## src/twg_pkg.sv

```systemverilog
// Package for the tone waveform generator: shape codes, register indexes,
// field widths and the volume-to-amplitude table. No dependencies.
`timescale 1ns / 1ps
`default_nettype none

package twg_pkg;

  localparam int PERIOD_W = 15;
  localparam int SAMPLE_W = 16;
  localparam int PHASE_W  = 17;
  localparam int AMP_W    = 15;
  localparam int SHAPE_W  = 2;
  localparam int VOL_W    = 4;
  localparam int CFG_W    = 4;

  // wave shape codes
  localparam logic [SHAPE_W-1:0] SHAPE_SQUARE   = 2'd0;
  localparam logic [SHAPE_W-1:0] SHAPE_TRIANGLE = 2'd1;
  localparam logic [SHAPE_W-1:0] SHAPE_SAWTOOTH = 2'd2;

  // configuration register indexes
  localparam logic CFG_WAVE_SHAPE   = 1'b0;
  localparam logic CFG_VOLUME_LEVEL = 1'b1;

  localparam logic [VOL_W-1:0] VOL_RESET = 4'd5;

  // amplitude = 32767 / (17 - 2*level) for levels 1 to 8; level 0 gives 0, levels above 8 act as 8
  function automatic logic [AMP_W-1:0] vol_to_amp(input logic [VOL_W-1:0] lvl);
    logic [AMP_W-1:0] a;
    case (lvl)
      4'd0: a = 15'd0;
      4'd1: a = 15'd2184;
      4'd2: a = 15'd2520;
      4'd3: a = 15'd2978;
      4'd4: a = 15'd3640;
      4'd5: a = 15'd4681;
      4'd6: a = 15'd6553;
      4'd7: a = 15'd10922;
      default: a = 15'd32767;
    endcase
    return a;
  endfunction

endpackage

`default_nettype wire

```

## src/tone_waveform_generator_core.sv

```systemverilog
// Tone waveform generator, top level: phase stepping, shared multiply and a
// radix-4 restoring divider under one sequencer. Depends on twg_pkg.
//
// Input channel (in_valid / in_stall): one beat per audio sample tick, with
//   the note half-period on in_period (0 acts as 1) and a silence flag.
// Output channel (out_valid / out_stall): one signed 16-bit sample on
//   out_sample per input beat.
// Configuration (cfg_we / cfg_index / cfg_wdata): index 0 selects the shape
//   (square, triangle, sawtooth), index 1 the volume level. Write only while idle.
// Sequence: silent beats and the unused shape code go from accept straight to
//   the output stage (S_OUT); square beats take a phase step (S_STEP) first.
//   Triangle and sawtooth beats take a phase step, one 16x15 multiply and a
//   divide over the 30-bit product that retires two quotient bits a cycle
//   (S_STEP, S_MUL, S_DIV, S_FIN, S_OUT). The input is stalled from accept
//   until the result has moved to the output register.
// Reset (rst_n, synchronous, active low) clears the phase counter, held sample
//   and square direction, sets the triangle rising, square shape and volume 5.
// While the receiver stalls, hold the finished sample in the output register;
//   the next beat is still taken and waits at the end of the sequence.
`timescale 1ns / 1ps
`default_nettype none

module tone_waveform_generator_core (
  input  wire                              clk,
  input  wire                              rst_n,
  input  wire                              in_valid,
  output logic                             in_stall,
  input  wire  [twg_pkg::PERIOD_W-1:0]     in_period,
  input  wire                              in_silent,
  output logic                             out_valid,
  input  wire                              out_stall,
  output logic signed [twg_pkg::SAMPLE_W-1:0] out_sample,
  input  wire                              cfg_we,
  input  wire                              cfg_index,
  input  wire  [twg_pkg::CFG_W-1:0]        cfg_wdata
);

  import twg_pkg::*;

  localparam int DIVD_W  = 30;                 // |phase|*amp stays below 2^30
  localparam int STEPS   = DIVD_W / 2;         // two quotient bits per cycle
  localparam int CNT_W   = $clog2(STEPS);
  localparam int EXT_W   = PHASE_W + 1;        // phase arithmetic headroom
  localparam int MAG_W   = SAMPLE_W;           // |phase| <= 32768
  localparam int REM_W   = PERIOD_W;

  typedef enum logic [2:0] {
    S_IDLE, S_STEP, S_MUL, S_DIV, S_FIN, S_OUT
  } state_t;

  state_t                      state_r;
  logic [SHAPE_W-1:0]          shape_r;
  logic [VOL_W-1:0]            vol_r;
  logic signed [PHASE_W-1:0]   phase_r;
  logic                        sq_high_r;
  logic                        tri_up_r;
  logic signed [SAMPLE_W-1:0]  held_r;

  // per-beat working registers
  logic [PERIOD_W-1:0]         per_r;
  logic [SHAPE_W-1:0]          wshape_r;
  logic [AMP_W-1:0]            amp_r;
  logic [MAG_W-1:0]            mag_r;
  logic                        neg_r;
  logic [DIVD_W-1:0]           dq_r;
  logic [REM_W-1:0]            rem_r;
  logic [CNT_W-1:0]            cnt_r;
  logic signed [SAMPLE_W-1:0]  res_r;
  logic                        out_valid_r;
  logic signed [SAMPLE_W-1:0]  out_sample_r;

  // phase step
  logic signed [EXT_W-1:0]     ph_ext, per_ext, ph_nxt;
  logic                        sq_high_nxt, tri_up_nxt;
  logic [EXT_W-1:0]            ph_abs;

  // divider step
  logic [REM_W:0]              r1, r2;
  logic [REM_W-1:0]            r1m, rem_nxt;
  logic                        b1, b2;
  logic [DIVD_W-1:0]           dq_nxt;

  // final scaling
  logic signed [31:0]          q_s, q4;
  logic signed [SAMPLE_W-1:0]  fin_sample;

  logic [2*MAG_W-1:0]          prod;

  assign in_stall   = (state_r != S_IDLE);
  assign out_valid  = out_valid_r;
  assign out_sample = out_sample_r;

  // Advance the shared phase counter for the selected shape.
  always_comb begin
    ph_ext      = EXT_W'(phase_r);
    per_ext     = EXT_W'({1'b0, per_r});
    ph_nxt      = ph_ext;
    sq_high_nxt = sq_high_r;
    tri_up_nxt  = tri_up_r;
    case (wshape_r)
      SHAPE_SQUARE: begin
        if (ph_ext >= per_ext) begin
          ph_nxt      = '0;
          sq_high_nxt = ~sq_high_r;
        end else begin
          ph_nxt = ph_ext + EXT_W'(1);
        end
      end
      SHAPE_TRIANGLE: begin
        if (tri_up_r) begin
          ph_nxt = ph_ext + EXT_W'(2);
          if (ph_nxt >= per_ext) begin
            ph_nxt     = per_ext;
            tri_up_nxt = 1'b0;
          end
        end else begin
          ph_nxt = ph_ext - EXT_W'(2);
          if (ph_nxt <= -per_ext) begin
            ph_nxt     = -per_ext;
            tri_up_nxt = 1'b1;
          end
        end
      end
      SHAPE_SAWTOOTH: begin
        if (ph_ext > per_ext) ph_nxt = -per_ext;
        else                  ph_nxt = ph_ext + EXT_W'(1);
      end
      default: ph_nxt = ph_ext;
    endcase
    ph_abs = ph_nxt[EXT_W-1] ? EXT_W'(-ph_nxt) : EXT_W'(ph_nxt);
  end

  assign prod = {MAG_W'(0), mag_r} * {{(MAG_W-AMP_W){1'b0}}, amp_r};

  // Two restoring divide steps a cycle; quotient bits shift into dq_r.
  always_comb begin
    r1  = {rem_r, dq_r[DIVD_W-1]};
    b1  = (r1 >= {1'b0, per_r});
    r1m = b1 ? REM_W'(r1 - {1'b0, per_r}) : r1[REM_W-1:0];
    r2  = {r1m, dq_r[DIVD_W-2]};
    b2  = (r2 >= {1'b0, per_r});
    rem_nxt = b2 ? REM_W'(r2 - {1'b0, per_r}) : r2[REM_W-1:0];
    dq_nxt  = {dq_r[DIVD_W-3:0], b1, b2};
  end

  // Restore the sign, scale triangle results by four and clip.
  always_comb begin
    q_s = neg_r ? -$signed({2'b0, dq_r}) : $signed({2'b0, dq_r});
    q4  = q_s <<< 2;
    if (wshape_r == SHAPE_TRIANGLE) begin
      if (q4 >= 32'sd32767)       fin_sample = 16'sd32766;
      else if (q4 <= -32'sd32768) fin_sample = -16'sd32767;
      else                        fin_sample = q4[SAMPLE_W-1:0];
    end else begin
      if (q_s > 32'sd32767)       fin_sample = 16'sd32767;
      else if (q_s < -32'sd32768) fin_sample = -16'sd32768;
      else                        fin_sample = q_s[SAMPLE_W-1:0];
    end
  end

  always_ff @(posedge clk) begin
    if (!rst_n) begin
      state_r     <= S_IDLE;
      shape_r     <= SHAPE_SQUARE;
      vol_r       <= VOL_RESET;
      phase_r     <= '0;
      sq_high_r   <= 1'b0;
      tri_up_r    <= 1'b1;
      held_r      <= '0;
      out_valid_r <= 1'b0;
    end else begin
      if (cfg_we) begin
        case (cfg_index)
          CFG_WAVE_SHAPE:   shape_r <= cfg_wdata[SHAPE_W-1:0];
          CFG_VOLUME_LEVEL: vol_r   <= cfg_wdata[VOL_W-1:0];
          default: ;
        endcase
      end

      // drop the output beat once taken, unless the next one replaces it
      if (out_valid_r && !out_stall && state_r != S_OUT) out_valid_r <= 1'b0;

      case (state_r)
        S_IDLE: begin
          if (in_valid) begin
            per_r    <= (in_period == '0) ? PERIOD_W'(1) : in_period;
            wshape_r <= shape_r;
            amp_r    <= vol_to_amp(vol_r);
            if (in_silent) begin
              res_r   <= (shape_r == SHAPE_TRIANGLE) ? held_r : '0;
              state_r <= S_OUT;
            end else if (shape_r != SHAPE_SQUARE && shape_r != SHAPE_TRIANGLE &&
                         shape_r != SHAPE_SAWTOOTH) begin
              res_r   <= held_r;
              state_r <= S_OUT;
            end else begin
              state_r <= S_STEP;
            end
          end
        end
        S_STEP: begin
          phase_r   <= PHASE_W'(ph_nxt);
          sq_high_r <= sq_high_nxt;
          tri_up_r  <= tri_up_nxt;
          mag_r     <= MAG_W'(ph_abs);
          neg_r     <= ph_nxt[EXT_W-1];
          if (wshape_r == SHAPE_SQUARE) begin
            res_r   <= sq_high_nxt ? $signed({1'b0, amp_r}) : -$signed({1'b0, amp_r});
            held_r  <= sq_high_nxt ? $signed({1'b0, amp_r}) : -$signed({1'b0, amp_r});
            state_r <= S_OUT;
          end else begin
            state_r <= S_MUL;
          end
        end
        S_MUL: begin
          dq_r    <= prod[DIVD_W-1:0];
          rem_r   <= '0;
          cnt_r   <= '0;
          state_r <= S_DIV;
        end
        S_DIV: begin
          dq_r  <= dq_nxt;
          rem_r <= rem_nxt;
          cnt_r <= cnt_r + CNT_W'(1);
          if (cnt_r == CNT_W'(STEPS - 1)) state_r <= S_FIN;
        end
        S_FIN: begin
          res_r   <= fin_sample;
          held_r  <= fin_sample;
          state_r <= S_OUT;
        end
        S_OUT: begin
          // hold until the output register is free
          if (!out_valid_r || !out_stall) begin
            out_sample_r <= res_r;
            out_valid_r  <= 1'b1;
            state_r      <= S_IDLE;
          end
        end
        default: state_r <= S_IDLE;
      endcase
    end
  end

endmodule

`default_nettype wire
```

## config.mk

```make
export PLATFORM = sky130hd
export DESIGN_NAME = tone_waveform_generator_core
export DESIGN_NICKNAME = d
export VERILOG_FILES = /design/src/twg_pkg.sv /design/src/tone_waveform_generator_core.sv
export SDC_FILE = /design/constraint.sdc
export NUM_CORES = 1
export LEC_CHECK = 0
export BUFFER_PORTS_ARGS = -buffer_cell sky130_fd_sc_hd__buf_4
export CORE_ASPECT_RATIO = 0.75
export CORE_MARGIN = 1
export CORE_UTILIZATION = 40
export DETAILED_ROUTE_END_ITERATION = 8
export GPL_TIMING_DRIVEN = 0
export PLACE_DENSITY = 0.62
export SYNTH_ARGS = -nofsm -noshare
export SYNTH_HDL_FRONTEND = slang
export SYNTH_SLANG_ARGS = --single-unit
export TNS_END_PERCENT = 1
```

## constraint.sdc

```tcl
create_clock -name clk -period 6.6 [get_ports clk]
set_input_delay 0.33 -clock clk [delete_from_list [all_inputs] [get_ports clk]]
set_output_delay 0.33 -clock clk [all_outputs]
set_load 0.02 [all_outputs]
```

==> results.txt <==
Number of diodes -> 0
Min-delay worst type -> input pin to flop
Clk sink count -> 173
Fin. Hold Viols -> 0
Avg Vias per Cell -> 5.808
Syn_nets -> 2923
Die width -> 270.0 um
Library cells used by synthesis -> 84
Area grow syn2layout -> 13.40%
Mux contribution to synthesized area -> 0.01469
Max Slew Vio Count -> 0
Dpl hpwl -> 59.45 mm
Clk buf depth -> 2
Status -> completed
Initial Utilization -> 0.4060
CORE AREA -> 0.05307 mm2
Post-DRT Antenna Nets -> 0
Max-capacitance violation count -> 0
CTS tree -> yes
Slew @ Worst Pin -> 1.283 ns
Tmin final -> 6.479 ns
H-tree depth -> 4
Top FF cell, synth -> edfxtp_1
Synth Area in Adders -> 0.2739
Async SR Flop Fraction -> 0
Reg2reg setup slack -> 0.12 ns
GR Layer Usage met3 -> 0.09320
Sequential area share after synthesis -> 0.2202
GRT Util Overall -> 0.2803
Hold Path Depth -> 3
Congestion Overflow GR -> 0
XOR/XNOR share of the synthesized area -> 0.06057
RR Endpoint -> dq_r[22]
Routed wire per std cell -> 22.61 um
Skew-Pair Late Insertion Delay -> 0.47 ns
Synth Area in Compound Gates -> 0.1600
IO Pins -> 44
Synth Register Bits -> 173
Setup TNS Final -> 0 ns
Worst setup EP type -> flop
Post-Synthesis Cells -> 2534
Skew final -> 0.02032 ns
WL final -> 76.18 mm
Nets -> 3033
Avg Inst Size Synth -> 8.503 um2
Share of the synthesized area in the top cell type -> 0.1784
RD Place Congestion -> 0.9662
Largest area contributor in the netlist -> edfxtp_1
Initial antenna violation count -> 4
Post-synthesis simple-gate area fraction -> 0.1925
Port buffer count -> 43
Slew headroom -> 0.1413
Min Hold Slack -> 0.08704 ns
Worst Hold End -> vol_r[2]
Max Fclk -> 154.3 MHz
Met2 usage -> 0.3963
Largest cells by area after synthesis -> edfxtp_1 (18%), fa_1 (17%), ha_1 (11%)
Largest net degree at the start of global routing -> 31
Yosys warns -> 0
Critical Path Start Type -> flop
Tcrit/Tclk final -> 0.9817
Layout cells sized above 1 -> 0.1073
Post-synth EDFFs -> 128
Die Span Y -> 203.0 um
Post-synthesis instance area -> 0.02155 mm2
Met1 usage -> 0.4080
Core Rows -> 73
Iteration-0 DRC Markers -> 1778
Most common cell in the netlist -> inv_1
WP data required -> 6.79 ns
Remaining DRCs -> 0
Root buffer cell -> clkbuf_16
RSZ-0062 raised after global routing -> yes
Crit Path Max Fanout -> 6
Cts bufs inserted -> 17
Vias -> 19570
First-pass GRT wire length -> 116.5 mm
Die area -> 0.05481 mm2
Crit Path Class -> flop to flop
Vias in the first global route -> 19100
Setup violations, final -> 0
Router iterations before antenna repair -> 6
Busiest grt layer -> met1
R2r worst-path depth -> 23
Worst hold path startpoint -> cfg_wdata[2]
Main combinational cell family by area after synthesis -> adder cells
Crit path DAT -> 6.67 ns
Post-synth top cells -> inv_1 (287), nand2_1 (280), ha_1 (182)
FF-to-FF Start -> amp_r[4]
Clock slew at reported path FFs -> 0.09 ns
through the flow:
stage                     cells    util  area [um2]  setup slack (ns)
after floorplan            2534       -       21550           0.07726
after global placement     3289  0.4289       22760            -1.225
after detailed placement   3294  0.4302       22830            -1.361
after CTS                  3340  0.4492       23840          -0.09177
after global routing       3369  0.4604       24430           -0.1488
final                      3369  0.4604       24430            0.1209
how the worst max path moves through the flow:
stage | depth (start not counted) | startpoint | to
global route | 24 | amp_r[12] | dq_r[22]
finish | 23 | amp_r[4] | dq_r[22]
floorplan | 23 | amp_r[12] | dq_r[28]
CTS | 24 | amp_r[5] | dq_r[22]
detailed placement | 23 | amp_r[12] | dq_r[28]
global placement | 23 | amp_r[12] | dq_r[28]
cell type report:
cell class                 count  area (um2)
buffer                       135       735.7
clock buffer                  17       425.4
clock inverter                15       191.4
fill                        5177       28630
inverter                     292        1096
multi-input combinational   1920       15450
sequential                   173        4745
tap                          712       890.9
timing repair buffer         105       900.9
repair_timing:
action	4_1_cts	5_1_grt
gates cloned	0	1
buffers inserted	25	31
hold buffers	0	0
resized for setup	92	113
hold endpoints to repair	0	0
setup endpoints to repair	47	41
pin swaps	13	39
sequential cells by signal (all words and copies together) (netlist names), 3 cells and up:
name,flops
mag_r,16
held_r,16
phase_r,17
amp_r,13
vol_r,4
cnt_r,4
rem_r,15
res_r,16
out_sample,16
dq_r,30
per_r,15
state_r,3
critical path, stage by stage, from the launching register on:
cell and delay (ns):
edfxtp_1 0.42, buf_6 0.16, buf_8 0.13, buf_4 0.15
and2_1 0.16, fa_1 0.50, inv_1 0.05, fa_1 0.53
inv_1 0.05, fa_1 0.51, fa_1 0.44, fa_1 0.56
inv_1 0.08, fa_1 0.52, inv_1 0.09, ha_4 0.27
a21oi_4 0.17, o21ai_2 0.07, a41oi_2 0.24, a21boi_2 0.10
or4_1 0.49, a31oi_1 0.22, xor2_1 0.19, o21ai_1 0.08
cell families after synthesis:
family,Yosys count
flops,173
mux,31
fa+ha+maj,363
simple gates,846
xor+xnor,149
compound gates,531
buf+inv,441
layer usage:
layer	vias to the layer above	part of all wire
met5	-	0.00038
met4	4	0.019
li1	8987	-
met2	863	0.40
met3	96	0.12
met1	9617	0.46
layout by cell type (no fill, tap or decap), types with 45 or more instances in the layout:
cell | netlist | routed
nand2_1 | 280 | 274
inv_1 | 287 | 272
fa_1 | 181 | 178
ha_1 | 182 | 175
nor2_1 | 164 | 161
o21ai_0 | 145 | 138
edfxtp_1 | 128 | 128
a21oi_1 | 116 | 113
and2_1 | 107 | 99
buf_4 | 2 | 98
xnor2_1 | 96 | 96
clkbuf_1 | 132 | 87
nand3_1 | 62 | 62
xor2_1 | 53 | 53
nor3_1 | 51 | 48
dfxtp_1 | 45 | 45
Power is not shown: default switching activity piles up to over one toggle a cycle in this logic, so the estimate is an artifact.
